<file path="src/sv/assert_macros.svh">
// Assertion macros shared by the merge heap RTL.
// Depends on clk and arst_n being visible where a macro is used.
`ifndef ASSERT_MACROS_SVH
`define ASSERT_MACROS_SVH

// antecedent implies consequent in the same cycle
`define KMH_ASSERT_IMPL(lbl, ante, cons, msg) \
	lbl: assert property (@(posedge clk) disable iff (!arst_n) (ante) |-> (cons)) \
		else $error(msg);

// antecedent implies consequent in the next cycle
`define KMH_ASSERT_NEXT(lbl, ante, cons, msg) \
	lbl: assert property (@(posedge clk) disable iff (!arst_n) (ante) |=> (cons)) \
		else $error(msg);

`endif

</file>
<file path="src/sv/kmh_pkg.sv">
// Package for the k-way merge heap: sizes, codes, node type and shared types.
// No dependencies.
package kmh_pkg;

	localparam int LISTS      = 8;
	localparam int LIST_DEPTH = 64;
	localparam int DATA_WIDTH = 32;

	localparam int LIDX_W    = $clog2(LISTS);
	localparam int LEVELS    = LIDX_W;
	localparam int LEAVES    = 1 << LEVELS;
	localparam int LEN_W     = $clog2(LIST_DEPTH + 1);
	localparam int MEM_DEPTH = LISTS * LIST_DEPTH;
	localparam int ADDR_W    = $clog2(MEM_DEPTH);
	localparam int CNT_W     = $clog2(LISTS + 1);
	localparam int SET_W     = $clog2(LEVELS + 2);

	localparam int FUNC_W   = 2;
	localparam int IDX_W    = 3;
	localparam int STATUS_W = 2;
	localparam int SRC_W    = 3;

	localparam logic [FUNC_W-1:0] FUNC_APPEND = 2'd0;
	localparam logic [FUNC_W-1:0] FUNC_POP    = 2'd1;
	localparam logic [FUNC_W-1:0] FUNC_CLEAR  = 2'd2;

	localparam logic [STATUS_W-1:0] ST_OK    = 2'd0;
	localparam logic [STATUS_W-1:0] ST_EMPTY = 2'd1;
	localparam logic [STATUS_W-1:0] ST_FULL  = 2'd2;
	localparam logic [STATUS_W-1:0] ST_MERGE = 2'd3;

	typedef struct packed {
		logic                         vld;
		logic signed [DATA_WIDTH-1:0] val;
		logic [LIDX_W-1:0]            lst;
	} node_t;

	typedef enum logic [3:0] {
		OP_NONE,
		OP_APPEND,
		OP_CLEAR,
		OP_IGNORE,
		OP_POP_EMPTY,
		OP_BUILD_START,
		OP_BUILD_READ,
		OP_TAKE,
		OP_REFILL
	} op_t;

	typedef struct packed {
		op_t               op;
		logic [LIDX_W-1:0] build_idx;
	} cmd_t;

	typedef struct packed {
		logic merging;
		logic any_data;
		logic take_last;
	} stat_t;

	// smaller value wins, equal values go to the lower list
	function automatic node_t pick_min(node_t a, node_t b);
		logic a_first;
		a_first = a.vld && (!b.vld || ($signed(a.val) < $signed(b.val)) ||
			((a.val == b.val) && (a.lst < b.lst)));
		return a_first ? a : b;
	endfunction

endpackage

</file>
<file path="src/sv/kmh_ctrl.sv">
// Controller of the merge heap: sequences head loading, tree settling, take and refill.
// Depends on kmh_pkg.
module kmh_ctrl import kmh_pkg::*; (
	input  logic              clk,
	input  logic              arst_n,
	input  logic              start,
	input  logic [FUNC_W-1:0] func,
	input  stat_t             st,
	output cmd_t              cmd,
	output logic              busy
);

	typedef enum logic [2:0] {
		S_IDLE,
		S_BUILD,
		S_SETTLE,
		S_TAKE,
		S_REFILL
	} state_t;

	state_t            state_q, state_d;
	logic [LIDX_W-1:0] bcnt_q, bcnt_d;
	logic [SET_W-1:0]  scnt_q, scnt_d;
	logic              to_take_q, to_take_d;
	logic              busy_q;

	always_comb begin
		state_d       = state_q;
		bcnt_d        = bcnt_q;
		scnt_d        = scnt_q;
		to_take_d     = to_take_q;
		cmd.op        = OP_NONE;
		cmd.build_idx = bcnt_q;
		case (state_q)
			S_IDLE: begin
				if (start) begin
					case (func)
						FUNC_APPEND: cmd.op = OP_APPEND;
						FUNC_CLEAR:  cmd.op = OP_CLEAR;
						FUNC_POP: begin
							if (st.merging) begin
								state_d = S_TAKE;
							end else if (st.any_data) begin
								cmd.op  = OP_BUILD_START;
								state_d = S_BUILD;
								bcnt_d  = '0;
							end else begin
								cmd.op = OP_POP_EMPTY;
							end
						end
						default: cmd.op = OP_IGNORE;
					endcase
				end
			end
			S_BUILD: begin
				cmd.op = OP_BUILD_READ;
				if (bcnt_q == LIDX_W'(LISTS - 1)) begin
					state_d   = S_SETTLE;
					scnt_d    = SET_W'(LEVELS + 1);
					to_take_d = 1'b1;
				end else begin
					bcnt_d = bcnt_q + LIDX_W'(1);
				end
			end
			S_SETTLE: begin
				if (scnt_q == SET_W'(1)) begin
					state_d = to_take_q ? S_TAKE : S_IDLE;
				end else begin
					scnt_d = scnt_q - SET_W'(1);
				end
			end
			S_TAKE: begin
				cmd.op  = OP_TAKE;
				state_d = st.take_last ? S_IDLE : S_REFILL;
			end
			S_REFILL: begin
				cmd.op    = OP_REFILL;
				state_d   = S_SETTLE;
				scnt_d    = SET_W'(LEVELS);
				to_take_d = 1'b0;
			end
			default: state_d = S_IDLE;
		endcase
	end

	always_ff @(posedge clk or negedge arst_n) begin
		if (!arst_n) begin
			state_q   <= S_IDLE;
			bcnt_q    <= '0;
			scnt_q    <= '0;
			to_take_q <= 1'b0;
			busy_q    <= 1'b0;
		end else begin
			state_q   <= state_d;
			bcnt_q    <= bcnt_d;
			scnt_q    <= scnt_d;
			to_take_q <= to_take_d;
			busy_q    <= state_d != S_IDLE;
		end
	end

	assign busy = busy_q;

endmodule

</file>
<file path="config.mk">
export PLATFORM = sky130hd
export DESIGN_NAME = kmh_ctrl
export DESIGN_NICKNAME = d
export VERILOG_FILES = /design/src/sv/assert_macros.svh /design/src/sv/kmh_pkg.sv /design/src/sv/kmh_ctrl.sv
export SDC_FILE = /design/constraint.sdc
export NUM_CORES = 1
export LEC_CHECK = 0
export BUFFER_PORTS_ARGS = -buffer_cell sky130_fd_sc_hd__buf_2
export CAP_MARGIN = 20
export CORE_UTILIZATION = 40
export DETAILED_ROUTE_END_ITERATION = 7
export PLACE_DENSITY = 0.64
export SLEW_MARGIN = 20
export SYNTH_ARGS = -nofsm -noshare
export SYNTH_HDL_FRONTEND = slang
export SYNTH_SLANG_ARGS = --single-unit
</file>
<file path="constraint.sdc">
create_clock -name clk -period 2 [get_ports clk]
set_input_delay 0.4 -clock clk [delete_from_list [all_inputs] [get_ports clk]]
set_output_delay 0.4 -clock clk [all_outputs]
set_load 0.01 [all_outputs]
</file>
Word-level counts from Yosys, hierarchy flattened
Cells that the tools add are included.

$add $sub $neg: 2. Reduce and logical (&&, ||, !) cells: 9. Equality and inequality tests: 15. Mux-type cells: 25.

Operators by type and width (count): 3-bit two-way mux (16); 3-bit one-hot mux with 3 select lines (2); 4-bit one-hot mux with 4 select lines (1); 3-bit one-hot mux with 5 select lines (1); 2-bit inequality test (second input constant) (6); 3-bit by 1-bit == test with 1-bit output (second input constant) (2); 3-bit by 2-bit == test with 1-bit output (second input constant) (2); 3-bit == test (second input constant) (2); 3-bit one-hot mux with 2 select lines (1); 6-bit AND reduction (1); 3-bit nonzero test (2); 2-bit nonzero test (2); 3-bit by 1-bit adder with 3-bit output (second input constant) (1); 3-bit logical NOT (1); 3-bit AND reduction (1); 3-bit by 1-bit subtractor with 3-bit output (second input constant) (1); 2-bit by 1-bit == test with 1-bit output (second input constant) (1); 2-bit == test (second input constant) (1); 2-bit logical NOT (1); 1-bit two-way mux (2); 2-bit two-way mux (1); 2-bit by 1-bit inequality test with 1-bit output (second input constant) (1); 1-bit one-hot mux with 2 select lines (1); 2-bit AND reduction (1).

Output and inout port bits: 8. Word-level logic and storage cells: 56. Bits of input ports: 8. Register bits after elaboration: 11.

Longest topological paths before layout
Gate-level depths: netlist (run 1).

Depth in word-level cells: 6. Gate-level depth with buffers: 5. Gate-level depth less buffers: 5.

Worst setup path after synthesis (run 1)
OpenSTA, ideal clock, no wires.

Path kind: register to output. Start: reg state_q[1]. End: out cmd[3] (netlist name). Arrival time: 1288 ps. Stages on the path, launching flop included: 5. Buffers on the path: 1. Required time: 1600 ps. Path slack: 312 ps. Cell sequence: dfrtp_1 -> buf_6 -> or3b_1 -> a211o_1 -> a21oi_2.

RTL lines: from (decl) (RTL line kmh_ctrl.sv:21) `state_t state_q, state_d;`; from (signal assigned) (RTL line kmh_ctrl.sv:94) `state_q <= state_d;`; to (decl) (RTL line kmh_ctrl.sv:9) `output cmd_t cmd,`.

==> metrics.md, run 1 <==
| Metric | Value |
|---|---|
| GRT overflow | `0` |
| Violation count after the first detailed-route iteration | `4` |
| Placed wire-length estimate after detailed placement | `1.29 mm` |
| Clock insertion delay at the later pin of the skew report | `0.28 ns` |
| Mux share of post-synthesis cell area | `0.0124` |
| Setup-failing EPs final | `0` |
| Die outline area | `about 2200 sq um` |
| Io pins | `16` |
| Part of the Yosys area used for sequential elements | `0.342` |
| Type of destination of the critical path | `primary output` |
| Remaining number of nets flagged by the antenna check after routing | `0` |
| Number of max-slew violations in the final report | `0` |
| Final-layout worst hold slack | `0.311 ns` |
| Area fraction in compound gates after synthesis | `0.193` |
| Floorplan Core Area | `between 1500 and 2000 sq um` |
| Yosys warnings | `0` |
| Number of violations of the max-capacitance limit | `0` |
| Cells resized by post-CTS repair | `0` |
| Worst clock skew | `0.00761 ns` |
| Library cells used by synthesis | `39` |
| Relative contribution of combinational cells to total power | `0.545` |
| Number of enable-type register cells in the synthesized netlist | `0` |
| Clock buffer depth | `2` |
| Post-synth ARST share | `1.00` |
| Minimum clock period after layout | `1.93 ns` |
| Setup crit start kind | `register` |
| Clock transition time at the flip-flop clock pins of the worst setup and hold paths | `0.07 ns` |
| Critical path fanouts, max | `2` |
| Global router's overall resource usage | `0.195` |
| Length of the first detailed-routing pass in iterations | `4` |
| Largest area contributor in the netlist | `dfrtp_1` |
| Synthesized area per cell | `8.56 sq um` |
| Layout cells sized above 1 | `0.214` |
| Number of design rule violations left after detail routing | `0` |
| Run status | `complete, no violations` |
| Share of total power consumed by net switching | `0.436` |
| Number of port buffers | `15` |
| Classification of the worst setup path | `reg2out` |
| Starting density of the core | `0.447` |
| Average routed wire per standard cell | `13.4 um` |
| Placed Cells incl. Taps | `~130` |
| RSZ-0062 raised after global routing | `true` |
| Sink Count | `11` |
| Post-layout net count | `125` |
| Count of fill cells added during filler insertion | `between 150 and 200` |
| Die outline height | `around 47 um` |
| Layout-stage area growth over the synthesis result | `16.3%` |
| CTS root buffer | `clkbuf_4` |
| Slew of the pin with the lowest slew margin | `between 0.6 and 0.7 ns` |
| Internal portion of total power | `693 uW` |
| Count leader, synth | `dfrtp_1` |
| Setup total negative slack | `0 ns` |
| Top achievable clock speed | `0.519 GHz` |
| Portion of total power attributed to the clock network | `0.128` |
| Synthesized net count | `106` |
| Power per unit of standard cell area | `1310 nW/um^2` |
| Xor and xnor fraction of the mapped netlist area | `0` |
| Primary FF master, synth | `dfrtp_1` |
| Data arrival time of the critical path | `1.53 ns` |
| Adder-cell share of the synthesized area | `0.0622` |
| Num CTS Buffers | `3` |
| Width of the die | `46.8 um` |
| # diodes | `0` |
| Final Worst Setup Slack | `0.0735 ns` |
| Largest cells by area after synthesis | `dfrtp_1, ha_1, nand2_1, nor2_1, o21ai_0` |
| Fraction of the cycle the final worst path needs | `0.963` |
| Class of the worst hold path | `in2reg` |
| Initial antenna violation count | `0` |
| Final Util | `0.519` |
| Pre-CTS setup slack | `~0.2 ns` |
| Post-synth design cell area | `805 sq um` |
| Post-synthesis register bit count | `11` |
| Vias after detailed routing | `757` |
| Per-cell via count in the routed design | `5.53` |
| Power dissipated by switching net loads | `536 uW` |
| Detailed Route WL | `1.84 mm` |
| Max-slew headroom | `0.585` |
| Via count of the first global-routing pass | `699` |
| Number of H-tree levels | `1` |
| Final std cells w/o fill | `137` |
| Leak | `roughly 0.00042 uW` |
| Clock tree from TritonCTS | `done` |
| Area share of the leading cell type in the synthesized netlist | `0.342` |
| Gate count after technology mapping | `94` |
| First-pass GRT wire length | `approximately 3.0 mm` |
| Largest voltage drop on the vdd net | `0.578 mV` |
| Area fraction in and, or, nand and nor cells after synthesis | `0.311` |
| Final weighted congestion in routability-driven placement | `0.766` |
| Final number of hold-violating endpoints | `0` |
| Main combinational cell family by area after synthesis | `simple AND/OR/NAND/NOR gates` |
| Pin count of the biggest net entering global routing | `23` |
| Most used standard cells in the synthesized netlist | `dfrtp_1, nand2_1, nor2_1` |
| Register share of total power | `0.328` |
| Setup slack of the most critical reg-to-reg path | `approximately 0.27 ns` |
| Std cell rows | `15` |
| Data required time of the worst path | `1.60 ns` |
[timing repair]
| item | 4_1_cts | 5_1_grt |
|---|---|---|
| setup endpoints to repair | 0 | 1 |
| endpoints found under the hold margin | 11 | 0 |
| hold buffers | 1 | 0 |
| setup buffers | 0 | 0 |
[metal layers]
layer,up-vias,part of all wire,track usage,wire length [um]
li1,378,-,-,-
met1,359,0.49,0.249,902
met2,16,0.46,0.308,844
met3,4,0.040,0.0577,74
met4,0,0.0092,0.0800,17
met5,-,0,0,0
[cells by family (layout without fill, tap and decap cells)]
group / after synthesis / after routing
adders and majority gates: 4 / 4
DFF: 11 / 11
and+or+nand+nor: 43 / 43
muxes: 1 / 1
AOI/OAI and AO/OA: 22 / 22
buffers and inverters: 13 / 31
[layout by cell type (no fill, tap or decap), types with 2 or more instances in the layout]
cell and n:
a21oi_1 2, a31oi_1 2, buf_2 15, buf_4 3, clkbuf_4 3, dfrtp_1 11, ha_1 4, inv_1 8
nand2_1 10, nand2b_1 2, nor2_1 9, nor2b_1 4, nor3_1 4, nor4b_1 2, o21ai_0 6, or3b_1 2
[power by group through the flow]
stage | sequential (uW) | combinational [uW] | clock [uW]
2_1_floorplan | 409 | 489 | 0
3_3_place_gp | 400 | 655 | 0
3_5_place_dp | 405 | 666 | 0
4_1_cts | 402 | 673 | 162
5_1_grt | 416 | 751 | 174
6_report | 403 | 669 | 157
[area by class of cell]
class,instances,area (sq um),area share
Clock buffer,4,26.3,0.0281
Timing Repair Buffer,19,108,0.115
Inverter,8,30.0,0.0321
Tap cell,25,31.3,0.0334
Multi-Input combinational cell,70,465,0.497
Sequential cell,11,275,0.294
[through the flow]
stage | area, sq um | power, uW
final | 936 | 1230
after global routing | 936 | 1340
after CTS | 936 | 1240
after detailed placement | 900 | 1070
after global placement | 900 | 1060
after floorplan | 805 | 899
[path summary, 6_finish.rpt]
path | startpoint | endpoint | cells after the start
min in group asynchronous | arst_n | state_q[1] | 2
max in group asynchronous | arst_n | scnt_q[0] | 2
worst min-delay path | st[0] | state_q[2] | 2
worst max-delay path | state_q[0] | cmd[3] | 4
worst max register to register | bcnt_q[0] | bcnt_q[0] | 5
worst min register to register | bcnt_q[0] | bcnt_q[0] | 1
[flip-flops by register name, indices dropped and copies added (netlist names)]
register	flops
bcnt_q	3
busy	1
scnt_q	3
state_q	3
to_take_q	1
[worst max-delay path: stages, from the launching register on]
cell and delay [ns]:
dfrtp_1 0.39, or3b_1 0.37, a211o_1 0.25, a21oi_2 0.11, buf_2 0.13
Note: power is estimated with default switching activity, not from simulation.
==> inputs of run 2 (changes only) <==
Settings changed: CORE_ASPECT_RATIO from default to 1.75, CORE_UTILIZATION 40 to 30, PLACE_DENSITY 0.64 to default.
==> run 2 against run 1 <==
First-iteration DRC count rose to 2.5 times the previous value. Via count fell by 0.13%. Worst hold slack got worse by 0.29 ns. Final cell count did not move. Critical path type unchanged. Largest cell class unchanged.
==> metrics.md, run 2 (synthesis results as in run 1) <==
| Metric | Value |
|---|---|
| Slew of the pin with the lowest slew margin | `0.510 ns` |
| CTS root buffer | `clkbuf_8` |
| # diodes | `0` |
| Violation count after the first detailed-route iteration | `10` |
| Final-layout worst hold slack | `0.0232 ns` |
| Pin count of the biggest net entering global routing | `22` |
| Setup total negative slack | `0 ns` |
| Length of the first detailed-routing pass in iterations | `4` |
| Via count of the first global-routing pass | `between 700 and 800` |
| Clock transition time at the flip-flop clock pins of the worst setup and hold paths | `0.05 ns` |
| Detailed Route WL | `1.90 mm` |
| Data required time of the worst path | `1.60 ns` |
| Post-layout net count | `between 100 and 150` |
| Die outline area | `2900 sq um` |
| Clock insertion delay at the later pin of the skew report | `about 0.24 ns` |
| Number of violations of the max-capacitance limit | `0` |
| Clock buffer depth | `2` |
| Fraction of the cycle the final worst path needs | `0.968` |
| Num CTS Buffers | `3` |
| Hold-fix buffers, CTS | `0` |
| Maximum single-stage delay on the critical path | `0.39 ns` |
| Number of setup buffers added after CTS | `0` |
| Data arrival time of the critical path | `1.54 ns` |
| Remaining number of nets flagged by the antenna check after routing | `0` |
| Layout cells sized above 1 | `0.216` |
| Leak | `0.000427 uW` |
| Final number of hold-violating endpoints | `0` |
| Setup crit start kind | `register` |
| Final Util | `0.375` |
| Number of design rule violations left after detail routing | `0` |
| Per-cell via count in the routed design | `5.52` |
| Initial antenna violation count | `0` |
| Combined area of the multi-input logic cells | `465 sq um` |
| Beginning of the worst register-to-register path | `bcnt_q[0]` |
| Type of destination of the critical path | `primary output` |
| Critical path fanouts, max | `3` |
| Max-slew headroom | `0.655` |
| Layout-stage area growth over the synthesis result | `17.6%` |
| Overall power | `1300 uW` |
| Depth of the most critical reg-to-reg path | `5` |
| Slowest stage cell on the critical path | `dfrtp_1` |
| Placed wire-length estimate after detailed placement | `between 1 and 1.5 mm` |
| Global router's overall resource usage | `0.163` |
| Worst clock skew | `0.00115 ns` |
| Io pins | `16` |
| Class of the worst hold path | `in2async` |
| Die outline height | `70.5 um` |
| Classification of the worst setup path | `reg2out` |
| Top achievable clock speed | `a little over 0.5 GHz` |
| Final weighted congestion in routability-driven placement | `0.814` |
| Most frequent cells in the layout | `buf_2, dfrtp_1, nand2_1` |
| GRT overflow | `0` |
| Area taken by flip-flops and latches | `around 280 sq um` |
| Setup-failing EPs final | `0` |
| Std cell rows | `24` |
| Commonest non-fill, non-tap cell in the layout | `buf_2` |
| Count of fill cells added during filler insertion | `272` |
| Run status | `complete, no violations` |
| Cells resized by post-CTS repair | `0` |
| Number of max-slew violations in the final report | `0` |
| Width of the die | `41.1 um` |
| Sink Count | `11` |
| Cell Chain, Critical Path | `or3b_1, a211o_1, a21oi_2, buf_2` |
| Power per unit of standard cell area | `1370 nW/um^2` |
| Number of H-tree levels | `1` |
| Floorplan Core Area | `between 2000 and 3000 sq um` |
| End of the worst register-to-register path | `bcnt_q[0]` |
| Endpoint of the worst setup timing path | `cmd[3]` |
| First-pass GRT wire length | `3.26 mm` |
| Vias after detailed routing | `756` |
| Largest voltage drop on the vdd net | `~0.45 mV` |
| Number of port buffers | `15` |
| Largest registers | `bcnt_q (3), scnt_q (3), state_q (3)` |
| Clock tree from TritonCTS | `done` |
| Average routed wire per standard cell | `approximately 14 um` |
| Starting density of the core | `0.319` |
| Launch point of the worst path | `state_q[0]` |
| Setup slack of the most critical reg-to-reg path | `0.33 ns` |
| Minimum clock period after layout | `1.94 ns` |
| RSZ-0062 raised after global routing | `false` |
[run 2: per-layer routing]
layer  vias to the layer above  global-route usage  wire [um]
met2                        15               0.252       1000
met4                         0               0.111         68
met3                         6              0.0222         61
met1                       357               0.192        764
li1                        378                   -          -
met5                         -                   0          0
[run 2: power breakdown]
part / switching [uW] / internal (uW)
registers: 80.9 / 318
logic: 373 / 297
clock network: 89.0 / 140
[run 2: layout make-up]
| cell class | count | area share |
|---|---|---|
| multi-input combinational | 70 | 0.492 |
| sequential | 11 | 0.291 |
| timing repair buffer | 18 | 0.103 |
| clock buffer | 4 | 0.0476 |
| tap | 26 | 0.0344 |
| inverter | 8 | 0.0317 |
[run 2: critical path: cells and delay by family, from the launching register on]
kind	cells	cell delay, ns
AO/OA/AOI/OAI	2	0.41
buffers and inverters	1	0.14
flip-flops	1	0.39
AND/OR/NAND/NOR	1	0.35
[run 2: worst min path at each step]
stage / startpoint / endpoint / slack, ns / cells after the start
after floorplan: arst_n / bcnt_q[0] / 0.10 / 0
after global placement: arst_n / bcnt_q[0] / 0.29 / 1
after detailed placement: arst_n / bcnt_q[0] / 0.29 / 1
after CTS: arst_n / bcnt_q[0] / 0.03 / 1
after global routing: arst_n / busy / 0.05 / 1
final: arst_n / bcnt_q[0] / 0.02 / 1
[run 2: metrics by stage]
step	worst slack [ns]	instance area, sq um	std cells
floorplan	0.312	805	94
global placement	0.204	901	133
detailed placement	0.196	901	133
CTS	0.0475	946	137
global route	0.0224	946	137
finish	0.0645	946	137
